### src/rtl/core/ect_pkg.sv
`default_nettype none
package ect_pkg;

  // Token queue depth between front and back
  localparam int QUEUE_DEPTH = 4;

  localparam logic [15:0] SAT16    = 16'hFFFF;
  localparam logic [2:0]  KW_MATCH = 3'd5;
  localparam logic [2:0]  KW_FAIL  = 3'd6;

  // Character codes
  localparam logic [7:0] CH_DOT   = 8'h2E;
  localparam logic [7:0] CH_UNDER = 8'h5F;
  localparam logic [7:0] CH_MINUS = 8'h2D;
  localparam logic [7:0] CH_GT    = 8'h3E;
  localparam logic [7:0] CH_SPACE = 8'h20;
  localparam logic [7:0] CH_TAB   = 8'h09;
  localparam logic [7:0] CH_FF    = 8'h0C;
  localparam logic [7:0] CH_VT    = 8'h0B;
  localparam logic [7:0] CH_LPAR  = 8'h28;
  localparam logic [7:0] CH_RPAR  = 8'h29;
  localparam logic [7:0] CH_PLUS  = 8'h2B;
  localparam logic [7:0] CH_STAR  = 8'h2A;
  localparam logic [7:0] CH_SLASH = 8'h2F;
  localparam logic [7:0] CH_COLON = 8'h3A;
  localparam logic [7:0] CH_EQ    = 8'h3D;

  // Token kinds
  localparam logic [3:0] K_INT     = 4'd0;
  localparam logic [3:0] K_FLOAT   = 4'd1;
  localparam logic [3:0] K_IDENT   = 4'd2;
  localparam logic [3:0] K_PRINT   = 4'd3;
  localparam logic [3:0] K_SPACE   = 4'd4;
  localparam logic [3:0] K_LPAR    = 4'd5;
  localparam logic [3:0] K_RPAR    = 4'd6;
  localparam logic [3:0] K_PLUS    = 4'd7;
  localparam logic [3:0] K_MINUS   = 4'd8;
  localparam logic [3:0] K_STAR    = 4'd9;
  localparam logic [3:0] K_SLASH   = 4'd10;
  localparam logic [3:0] K_COLON   = 4'd11;
  localparam logic [3:0] K_EQ      = 4'd12;
  localparam logic [3:0] K_ARROW   = 4'd13;
  localparam logic [3:0] K_UNKNOWN = 4'd14;

  typedef enum logic [4:0] {
    MODE_IDLE  = 5'b00001,
    MODE_NUM   = 5'b00010,
    MODE_WORD  = 5'b00100,
    MODE_BLANK = 5'b01000,
    MODE_MINUS = 5'b10000
  } scan_mode_t;

  typedef struct packed {
    logic [3:0]  kind;
    logic [15:0] line;
    logic [15:0] column;
    logic [15:0] length;
    logic        last;
  } token_t;

  // Up to two tokens from one character, first one first
  typedef struct packed {
    logic   a_valid;
    token_t a;
    logic   b_valid;
    token_t b;
  } token_pair_t;

  function automatic logic is_digit(input logic [7:0] c);
    return (c >= 8'h30) && (c <= 8'h39);
  endfunction

  function automatic logic is_letter(input logic [7:0] c);
    return ((c >= 8'h41) && (c <= 8'h5A)) || ((c >= 8'h61) && (c <= 8'h7A));
  endfunction

  function automatic logic is_blank(input logic [7:0] c);
    return (c == CH_SPACE) || (c == CH_TAB) || (c == CH_FF) || (c == CH_VT);
  endfunction

  function automatic logic [15:0] sat_inc(input logic [15:0] v);
    return (v == SAT16) ? v : v + 16'd1;
  endfunction

  // Expected character of the keyword at a given match position
  function automatic logic [7:0] kw_char(input logic [2:0] idx);
    logic [7:0] ch;
    case (idx)
      3'd0:    ch = 8'h70;
      3'd1:    ch = 8'h72;
      3'd2:    ch = 8'h69;
      3'd3:    ch = 8'h6E;
      3'd4:    ch = 8'h74;
      default: ch = 8'h00;
    endcase
    return ch;
  endfunction

  function automatic logic [3:0] single_kind(input logic [7:0] c);
    logic [3:0] k;
    case (c)
      CH_LPAR:  k = K_LPAR;
      CH_RPAR:  k = K_RPAR;
      CH_PLUS:  k = K_PLUS;
      CH_MINUS: k = K_MINUS;
      CH_STAR:  k = K_STAR;
      CH_SLASH: k = K_SLASH;
      CH_COLON: k = K_COLON;
      CH_EQ:    k = K_EQ;
      default:  k = K_UNKNOWN;
    endcase
    return k;
  endfunction

  // Kind of the open run for a given mode
  function automatic logic [3:0] run_kind(input scan_mode_t m, input logic dot,
                                          input logic [2:0] kw);
    logic [3:0] k;
    case (m)
      MODE_NUM:   k = dot ? K_FLOAT : K_INT;
      MODE_WORD:  k = (kw == KW_MATCH) ? K_PRINT : K_IDENT;
      MODE_BLANK: k = K_SPACE;
      MODE_MINUS: k = K_MINUS;
      default:    k = K_UNKNOWN;
    endcase
    return k;
  endfunction

endpackage
`default_nettype wire

### src/rtl/core/expression_char_tokenizer.sv
`default_nettype none
// Character tokenizer for expression source lines. One character enters per cycle on the
// slave stream; the tokens it closes leave on the master stream, one per cycle while m_tready
// is high, with kind, line, start column, saturating length and a last-token flag. The front
// takes a character whenever the token queue (QueueDepth entries) has room for two tokens;
// the back drains one token per cycle, as the output takes them, through an output register.
// A character yields at most two tokens, so input flows at one character per cycle as long as
// the output keeps taking tokens and the text averages no more than one token per character.
// A closing character's token is written into the queue and then held in the output register.
module expression_char_tokenizer #(
  parameter int QueueDepth = ect_pkg::QUEUE_DEPTH
) (
  input  wire         clk,
  input  wire         rst,
  input  wire         s_tvalid,
  output logic        s_tready,
  input  wire  [23:0] s_tdata,  // [7:0] char_code, [23:8] line_number
  input  wire         s_tlast,  // end_of_string
  output logic        m_tvalid,
  input  wire         m_tready,
  output logic [55:0] m_tdata,  // [3:0] token_kind, [19:4] token_line,
                                // [35:20] token_column, [51:36] token_length, zeros above
  output logic        m_tlast   // last_token
);

  ect_pkg::token_pair_t push;
  ect_pkg::token_t      head;
  ect_pkg::token_t      out_tok;
  logic                 room;
  logic                 head_valid;
  logic                 pop;
  logic                 fire;

  assign s_tready = room;
  assign fire     = s_tvalid && room;

  ect_front u_front (
    .clk           (clk),
    .rst           (rst),
    .fire          (fire),
    .char_code     (s_tdata[7:0]),
    .line_number   (s_tdata[23:8]),
    .end_of_string (s_tlast),
    .push          (push)
  );

  ect_queue #(
    .Depth (QueueDepth)
  ) u_queue (
    .clk        (clk),
    .rst        (rst),
    .push       (push),
    .pop        (pop),
    .room       (room),
    .head_valid (head_valid),
    .head       (head)
  );

  ect_back u_back (
    .clk        (clk),
    .rst        (rst),
    .head_valid (head_valid),
    .head       (head),
    .pop        (pop),
    .out_valid  (m_tvalid),
    .out_ready  (m_tready),
    .out_tok    (out_tok)
  );

  // Pack the result word
  assign m_tdata = {4'b0000, out_tok.length, out_tok.column, out_tok.line, out_tok.kind};
  assign m_tlast = out_tok.last;

  // No token pushed without an accepted character
  assert property (@(posedge clk) disable iff (rst)
    (push.a_valid || push.b_valid) |-> (s_tvalid && s_tready))
    else $error("token pushed without accepted character");

  // Second slot only used alongside the first
  assert property (@(posedge clk) disable iff (rst)
    push.b_valid |-> push.a_valid)
    else $error("second token pushed alone");

  // Every delivered token has a nonzero length
  assert property (@(posedge clk) disable iff (rst)
    m_tvalid |-> (out_tok.length != 16'd0))
    else $error("zero-length token");

  // Arrows are always two characters long
  assert property (@(posedge clk) disable iff (rst)
    (m_tvalid && (out_tok.kind == ect_pkg::K_ARROW)) |-> (out_tok.length == 16'd2))
    else $error("arrow token with wrong length");

  // Popping only happens with a token in the queue
  assert property (@(posedge clk) disable iff (rst)
    pop |-> head_valid)
    else $error("pop from empty queue");

endmodule
`default_nettype wire

### src/rtl/core/ect_front.sv
`default_nettype none
module ect_front (
  input  wire                  clk,
  input  wire                  rst,
  input  wire                  fire,
  input  wire  [7:0]           char_code,
  input  wire  [15:0]          line_number,
  input  wire                  end_of_string,
  output ect_pkg::token_pair_t push
);

  ect_pkg::scan_mode_t mode, mode_next;
  logic        seen_dot, seen_dot_next;
  logic [2:0]  kw, kw_next;
  logic [15:0] start_col, start_col_next;
  logic [15:0] run_len, run_len_next;
  logic [15:0] open_line, open_line_next;
  logic [15:0] pos;
  logic        cont;
  logic        start;
  ect_pkg::token_t tok_a, tok_b;
  logic        a_valid, b_valid;

  // Does this character extend the open run
  always_comb begin
    case (mode)
      ect_pkg::MODE_NUM:   cont = ect_pkg::is_digit(char_code) || (char_code == ect_pkg::CH_DOT);
      ect_pkg::MODE_WORD:  cont = ect_pkg::is_letter(char_code) ||
                                  (char_code == ect_pkg::CH_UNDER);
      ect_pkg::MODE_BLANK: cont = ect_pkg::is_blank(char_code);
      default:             cont = 1'b0;
    endcase
  end

  // Classify the character against the open run
  always_comb begin
    mode_next      = mode;
    seen_dot_next  = seen_dot;
    kw_next        = kw;
    start_col_next = start_col;
    run_len_next   = run_len;
    open_line_next = open_line;
    tok_a          = '0;
    tok_b          = '0;
    a_valid        = 1'b0;
    b_valid        = 1'b0;
    start          = 1'b0;

    case (mode)
      ect_pkg::MODE_MINUS: begin
        if (char_code == ect_pkg::CH_GT) begin
          a_valid   = 1'b1;
          tok_a     = '{ect_pkg::K_ARROW, open_line, start_col, 16'd2, end_of_string};
          mode_next = ect_pkg::MODE_IDLE;
        end else begin
          a_valid = 1'b1;
          tok_a   = '{ect_pkg::K_MINUS, open_line, start_col, run_len, 1'b0};
          start   = 1'b1;
        end
      end
      ect_pkg::MODE_NUM, ect_pkg::MODE_WORD, ect_pkg::MODE_BLANK: begin
        if (cont) begin
          if ((mode == ect_pkg::MODE_NUM) && (char_code == ect_pkg::CH_DOT)) begin
            seen_dot_next = 1'b1;
          end
          if (mode == ect_pkg::MODE_WORD) begin
            if ((kw < ect_pkg::KW_MATCH) && (char_code == ect_pkg::kw_char(kw))) begin
              kw_next = kw + 3'd1;
            end else begin
              kw_next = ect_pkg::KW_FAIL;
            end
          end
          run_len_next = ect_pkg::sat_inc(run_len);
          if (end_of_string) begin
            a_valid   = 1'b1;
            tok_a     = '{ect_pkg::run_kind(mode, seen_dot_next, kw_next), open_line,
                          start_col, run_len_next, 1'b1};
            mode_next = ect_pkg::MODE_IDLE;
          end
        end else begin
          a_valid = 1'b1;
          tok_a   = '{ect_pkg::run_kind(mode, seen_dot, kw), open_line, start_col,
                      run_len, 1'b0};
          start   = 1'b1;
        end
      end
      default: begin
        start = 1'b1;
      end
    endcase

    // Open a new run, or emit a one-character token
    if (start) begin
      start_col_next = pos;
      run_len_next   = 16'd1;
      open_line_next = line_number;
      if (ect_pkg::is_digit(char_code)) begin
        mode_next     = ect_pkg::MODE_NUM;
        seen_dot_next = 1'b0;
      end else if (ect_pkg::is_letter(char_code)) begin
        mode_next = ect_pkg::MODE_WORD;
        kw_next   = (char_code == ect_pkg::kw_char(3'd0)) ? 3'd1 : ect_pkg::KW_FAIL;
      end else if (ect_pkg::is_blank(char_code)) begin
        mode_next = ect_pkg::MODE_BLANK;
      end else if (char_code == ect_pkg::CH_MINUS) begin
        mode_next = ect_pkg::MODE_MINUS;
      end else begin
        mode_next      = ect_pkg::MODE_IDLE;
        start_col_next = start_col;
        run_len_next   = run_len;
        open_line_next = open_line;
        b_valid        = 1'b1;
        tok_b          = '{ect_pkg::single_kind(char_code), line_number, pos, 16'd1,
                           end_of_string};
      end
      // A run opened by the last character closes at once
      if ((mode_next != ect_pkg::MODE_IDLE) && end_of_string) begin
        b_valid   = 1'b1;
        tok_b     = '{ect_pkg::run_kind(mode_next, seen_dot_next, kw_next), line_number,
                      pos, 16'd1, 1'b1};
        mode_next = ect_pkg::MODE_IDLE;
      end
    end
  end

  // Hand the tokens to the queue, compacted to the low slot
  always_comb begin
    push.a_valid = fire && (a_valid || b_valid);
    push.a       = a_valid ? tok_a : tok_b;
    push.b_valid = fire && a_valid && b_valid;
    push.b       = tok_b;
  end

  // Advance scan state on each accepted character
  always_ff @(posedge clk) begin
    if (rst) begin
      mode      <= ect_pkg::MODE_IDLE;
      seen_dot  <= 1'b0;
      kw        <= 3'd0;
      start_col <= 16'd0;
      run_len   <= 16'd0;
      open_line <= 16'd0;
      pos       <= 16'd0;
    end else if (fire) begin
      mode      <= mode_next;
      seen_dot  <= seen_dot_next;
      kw        <= kw_next;
      start_col <= start_col_next;
      run_len   <= run_len_next;
      open_line <= open_line_next;
      pos       <= end_of_string ? 16'd0 : ect_pkg::sat_inc(pos);
    end
  end

endmodule
`default_nettype wire

### src/rtl/core/ect_queue.sv
`default_nettype none
module ect_queue #(
  parameter int Depth = ect_pkg::QUEUE_DEPTH
) (
  input  wire                  clk,
  input  wire                  rst,
  input  ect_pkg::token_pair_t push,
  input  wire                  pop,
  output logic                 room,
  output logic                 head_valid,
  output ect_pkg::token_t      head
);

  localparam int PtrW = (Depth > 1) ? $clog2(Depth) : 1;
  localparam int CntW = $clog2(Depth + 1);

  ect_pkg::token_t entries [Depth];
  logic [PtrW-1:0] wr_ptr, rd_ptr, wr_ptr1;
  logic [CntW-1:0] count;
  logic [1:0]      n_push;

  function automatic logic [PtrW-1:0] ptr_inc(input logic [PtrW-1:0] p);
    return (p == PtrW'(Depth - 1)) ? '0 : p + PtrW'(1);
  endfunction

  assign wr_ptr1    = ptr_inc(wr_ptr);
  assign n_push     = {1'b0, push.a_valid} + {1'b0, push.b_valid};
  // Room for two tokens, so one character never overflows the queue
  assign room       = (count <= CntW'(Depth - 2));
  assign head_valid = (count != '0);
  assign head       = entries[rd_ptr];

  // Store tokens
  always_ff @(posedge clk) begin
    if (push.a_valid) begin
      entries[wr_ptr] <= push.a;
    end
    if (push.b_valid) begin
      entries[wr_ptr1] <= push.b;
    end
  end

  // Advance pointers and fill count
  always_ff @(posedge clk) begin
    if (rst) begin
      wr_ptr <= '0;
      rd_ptr <= '0;
      count  <= '0;
    end else begin
      if (push.b_valid) begin
        wr_ptr <= ptr_inc(wr_ptr1);
      end else if (push.a_valid) begin
        wr_ptr <= wr_ptr1;
      end
      if (pop) begin
        rd_ptr <= ptr_inc(rd_ptr);
      end
      count <= count + CntW'(n_push) - CntW'(pop);
    end
  end

endmodule
`default_nettype wire

### src/rtl/core/ect_back.sv
`default_nettype none
module ect_back (
  input  wire              clk,
  input  wire              rst,
  input  wire              head_valid,
  input  ect_pkg::token_t  head,
  output logic             pop,
  output logic             out_valid,
  input  wire              out_ready,
  output ect_pkg::token_t  out_tok
);

  // Load the output register when empty or being taken
  assign pop = head_valid && (!out_valid || out_ready);

  always_ff @(posedge clk) begin
    if (rst) begin
      out_valid <= 1'b0;
    end else if (!out_valid || out_ready) begin
      out_valid <= head_valid;
    end
  end

  // Hold the token while stalled
  always_ff @(posedge clk) begin
    if (pop) begin
      out_tok <= head;
    end
  end

endmodule
`default_nettype wire
### config.mk
export PLATFORM = sky130hd
export DESIGN_NAME = expression_char_tokenizer
export DESIGN_NICKNAME = d
export VERILOG_FILES = /design/src/rtl/core/ect_pkg.sv /design/src/rtl/core/expression_char_tokenizer.sv /design/src/rtl/core/ect_front.sv /design/src/rtl/core/ect_queue.sv /design/src/rtl/core/ect_back.sv
export SDC_FILE = /design/constraint.sdc
export NUM_CORES = 1
export LEC_CHECK = 0
export BUFFER_PORTS_ARGS = -buffer_cell sky130_fd_sc_hd__buf_2
export CORE_AREA = 4 4 138 239
export DETAILED_ROUTE_END_ITERATION = 10
export DIE_AREA = 0 0 142 243
export PLACE_DENSITY = 0.77
export SYNTH_ARGS = -nofsm -noshare
export SYNTH_HDL_FRONTEND = slang
export SYNTH_HIERARCHICAL = 1
export SYNTH_SLANG_ARGS = --single-unit
### constraint.sdc
create_clock -name clk -period 5.1 [get_ports clk]
set_input_delay 0.765 -clock clk [delete_from_list [all_inputs] [get_ports clk]]
set_output_delay 0.765 -clock clk [all_outputs]
set_load 0.005 [all_outputs]
# After elaboration in Yosys (flattened, before gate mapping)

Memories as Yosys holds them, arrays and structs flattened. A register that Yosys moved wholly into a read port is not among the register bits.
Cells that the tools add are included.

Latch bits: 0
Memory bits (writable): 212
Output and inout port bits: 59
Logic and storage cells: 199
Register bits: 81
ROM bits: 0
Memories: 1
Input port bits: 29

Memories:

| name            | depth | width | read ports | clocked after Yosys merged registers in | write ports | line            | RTL |
|---|---|---|---|---|---|---|---|
| u_queue.entries | 4     | 53    | 1          | 1                                       | 2           | ect_queue.sv:17 | `ect_pkg::token_t entries [Depth];` |

Reductions and logical operators: 32
Multiply operators: 0
Bitwise logic cells: 0
Mux-type cells: 95
Divide/modulo/power cells: 0
$lt $le $gt $ge: 8
Add/sub/neg operators: 9
Equality and inequality tests: 43
Shifts and indexed selects: 0

Operators by type and width:

| kind                  | count |
|---|---|
| $mux 53               | 9 |
| $mux 16               | 18 |
| $pmux 53 s2           | 1 |
| $eq 8x6->1 const B    | 11 |
| $mux 52               | 1 |
| $mux 5                | 10 |
| $pmux 7 s5            | 1 |
| $mux 3                | 11 |
| $add 16x1->16 const B | 2 |
| $eq 16x16->1 const B  | 2 |
| $mux 1                | 28 |
| $pmux 4 s7            | 1 |
| $eq 8x4->1 const B    | 3 |
| $mux 8                | 3 |
| $pmux 4 s3            | 2 |
| $eq 8x7->1 const B    | 2 |
| $ge 8x7->1 const B    | 2 |
| $le 8x7->1 const B    | 2 |
| $pmux 4 s4            | 1 |
| $eq 3x3->1 const B    | 4 |
| $logic_and 1x1->1     | 11 |
| $eq 5x2->1 const B    | 2 |
| $eq 5x3->1 const B    | 2 |
| $eq 5x4->1 const B    | 2 |
| other kinds (34)      | 56 |

# Depth between registers and ports, before layout

Depth in word-level cells: 24
Depth in mapped cells: 17
Gate-level depth less buffers: 14

# Cells and area by module

Netlist, hierarchy kept.

By module, submodules not included:

| module                    | instances | cells an instance | sequential area each (µm²) | area an instance (µm²) |
|---|---|---|---|---|
| ect_queue                 | 1         | 568               | 6546.3                     | 11667.4 |
| ect_front                 | 1         | 679               | 1461.4                     | 4994.8 |
| ect_back                  | 1         | 58                | 1611.5                     | 1646.6 |
| expression_char_tokenizer | 1         | 6                 | 0.0                        | 40.0 |

# Worst setup path before layout

Ideal clock, no wire load.

Kind: input port to flip-flop
Start: in s_tdata[1]
End: mem u_queue/entries[0][0] (netlist name) (enable)
Path buffers: 3
Data required time: 4.688 ns
Library setup time: 0.412 ns
Arrival time: 4.271 ns
Stages: 11
Setup slack: 0.417 ns
Path through: or4_4 o221ai_1 nand3_1 nor2_1 o21a_1 buf_2 and3_1 buf_6 nand2_8 buf_8 nand2_1

RTL lines:

| element            | line                            | RTL |
|---|---|---|
| start: declaration | expression_char_tokenizer.sv:17 | `input wire [23:0] s_tdata,` |
| end: declaration   | ect_queue.sv:17                 |  |

==> summary.txt <==
STA
  – Slew HR: 32.3%
  – RSZ-0062 raised after global routing: no
  – FMAX: 0.257 GHz
  – Slew @ Worst Pin: 1.01 ns
  – Final clock skew: 0.0190 ns
  – Final max-slew violation count: 0
  – Min Clock Period, post-route: 3.89 ns
  – Final hold violations: 0
  – Endpoints failing setup: 0
  – Setup TNS: 0 ns
  – Period utilisation layout: 76.2%

Routing
  – 1st-pass router iterations: 5
  – Routed WL: 38800 um
  – Vias per cell: 6.07
  – WL/cell: 21.6 um
  – Final ANT Viol Nets: 0
  – Via count: 10900
  – Drt drc: 0
  – Iter 0 DRT Violations: 625

Clock tree
  – CTS tree: built
  – Clock buffer depth: 3
  – CTS Sinks: 348
  – CTS buffer count: 30
  – Clock slew at reported path FFs: 0.07 ns
  – H-Tree Depth: 1
  – Clk Tree Root Cell: clkbuf_16
  – Postcts setup bufs: 0
  – Hold Buf Count CTS: 0
  – Cts repair resizes: 0
  – Worst-Skew Late Latency: 0.57 ns

Synth
  – Mapped Area: 18300 um2
  – Post-Synthesis Cells: 1311
  – Top post-synthesis cells by area: edfxtp_1, mux2_4, dfxtp_1
  – Share of the synthesized area in the top cell type: 43.4%
  – Sequential area share after synthesis: 52.4%
  – Synth top cells by count: edfxtp_1, mux2_4, nand2_1
  – Prevailing post-synth register cell: edfxtp_1
  – Top-count cell post-synth: edfxtp_1
  – Post-synth EDFFs: 265
  – Syn avg cell area: 14.0 um2
  – Yosys warnings: 6
  – Share of async-settable or async-resettable flops after synthesis: 0%
  – Yosys cell types: 75
  – Leading area contributor after synthesis: edfxtp_1
  – FF+latch count, synth: 348

Power
  – Total power draw: 7.83 mW
  – Leak: 7.64 nW
  – Maximum VDD drop: 0.000322 V
  – P per Cell Area: 394 nW/um2

Global routing
  – Initial antenna violation count: 0
  – Pin count of the biggest net entering global routing: 57
  – First-pass GRT wire length: 60300 um
  – Grt total ovfl: 0
  – Vias in the first global route: 11400
  – GRT Total Usage: 22.2%

Floorplan
  – Initial Utilization: 59.3%
  – Die area: 34500 um2
  – Io pins: 88
  – Die Wd: 142 um
  – Die height: 243 um
  – Area of the core: 30900 um2
  – Row cnt: 85

Critical path
  – Worst EP arrival: 4.20 ns
  – Crit Path Class: register to register
  – Crit Path Max Fanout: 36
  – Crit end category: register
  – CP required: 5.41 ns
  – Critical Path Source Type: register
  – FF-to-FF setup slack: 1.21 ns

Run
  – Max cap viols: 0

Place
  – Detail Placement HPWL: 25200 um
  – Gpl congestion: 0.864
  – Port bufs: 83

Cells and area
  – Multi-input gate area: 8000 um2
  – Total Nets Final: 1428
  – Share of cells above drive strength 1: 33.9%
  – Antenna diodes: 0
  – Register area: 9630 um2
  – Area Overhead vs Synth: 8.38%
  – Fill count: 2195

Outcome
  – Status: finished, final reports clean

Worst hold path
  – Hold crit path type: input pin to register
## cell families after synthesis
logic type	synth area share [%]
flip-flops	52.4
AND/OR/NAND/NOR	9.34
multiplexers	25.7
AO/OA/AOI/OAI	6.01
buffers and inverters	4.47
XOR/XNOR	0.859
adder cells (fa/ha/maj)	1.17
other	0.0409
## worst paths after layout
check / startpoint / to / depth (start not counted)
worst max-delay path: u_front/mode[0] / u_queue/entries[2][0] / 10
worst min-delay path: s_tdata[13] / u_front/open_line[5] / 3
worst max register to register: u_front/mode[0] / u_queue/entries[2][0] / 10
worst min register to register: u_front/start_col[6] / u_front/start_col[6] / 2
## flip-flops by register name, indices dropped and copies added, names as in the netlist, 3 cells and up, named ones only
| name | cells |
|---|---|
| u_back/out_tok | 53 |
| u_front/kw | 3 |
| u_front/mode | 5 |
| u_front/open_line | 16 |
| u_front/pos | 16 |
| u_front/run_len | 16 |
| u_front/start_col | 16 |
| u_queue/count | 3 |
| u_queue/entries | 212 |
## stage by stage
step / hold slack [ns] / std cells / cell area (um2) / util, % / setup WS (ns)
2_1_floorplan: 0.433 / 1328 / 18400 / - / 0.417
3_3_place_gp: 0.438 / 1742 / 18900 / 61.2 / 0.816
3_5_place_dp: 0.445 / 1742 / 18900 / 61.2 / 0.786
4_1_cts: 0.422 / 1798 / 19900 / 64.3 / 1.21
5_1_grt: 0.448 / 1798 / 19900 / 64.3 / 1.11
6_report: 0.447 / 1798 / 19900 / 64.3 / 1.21
## placed cells by master, fill, tap and decap left out, drive strengths merged, types with 3 or more instances in the layout
master and n:
a211oi 4, a21o 6, a21oi 88, a2bb2oi 3, a31oi 5, and2 39, and3 13, buf 113
clkbuf 41, clkinv 11, conb 19, dfxtp 83, edfxtp 265, ha 14, inv 22, mux2 244
mux2i 4, mux4 53, nand2 114, nand2b 5, nand3 26, nand3b 3, nand4 9, nor2 68
nor2b 7, nor3 25, nor3b 3, o21a 4, o21ai 34, o2bb2ai 4, o31ai 8, or2 3
or3 10, xnor2 7, xor2 11
## power by group
part | total (mW) | internal, mW | switching [mW]
Combinational | 1.70 | 0.834 | 0.867
Clock | 2.23 | 1.23 | 0.997
Sequential | 3.90 | 3.64 | 0.258
## metal layers
layer  track usage (%)  routed length (um)  vias up
met1              23.7               13900     5446
met2              42.5               21700      302
met3              2.09                1350      103
met5                 0                   0        -
met4              10.9                1850        0
li1                  -                   -     5059
## layout make-up
cell class | count | share of cell area [%]
Sequential cell | 348 | 48.4
Clock inverter | 15 | 0.635
Clock buffer | 41 | 4.14
Multi-Input combinational cell | 869 | 40.2
Timing Repair Buffer | 113 | 3.72
Tap cell | 391 | 2.46
Inverter | 21 | 0.396
## worst max-delay path: stages, from the launching register on
cell and delay [ns]:
dfxtp_1 0.33, or3_1 0.47, or3b_1 0.47, o32a_1 0.22, a21oi_1 0.31, a21oi_4 0.07, and3_1 0.20, buf_4 0.22
nand2_8 0.23, buf_4 0.68, mux2_2 0.41
No activity file was read; power rests on OpenSTA's default activity.
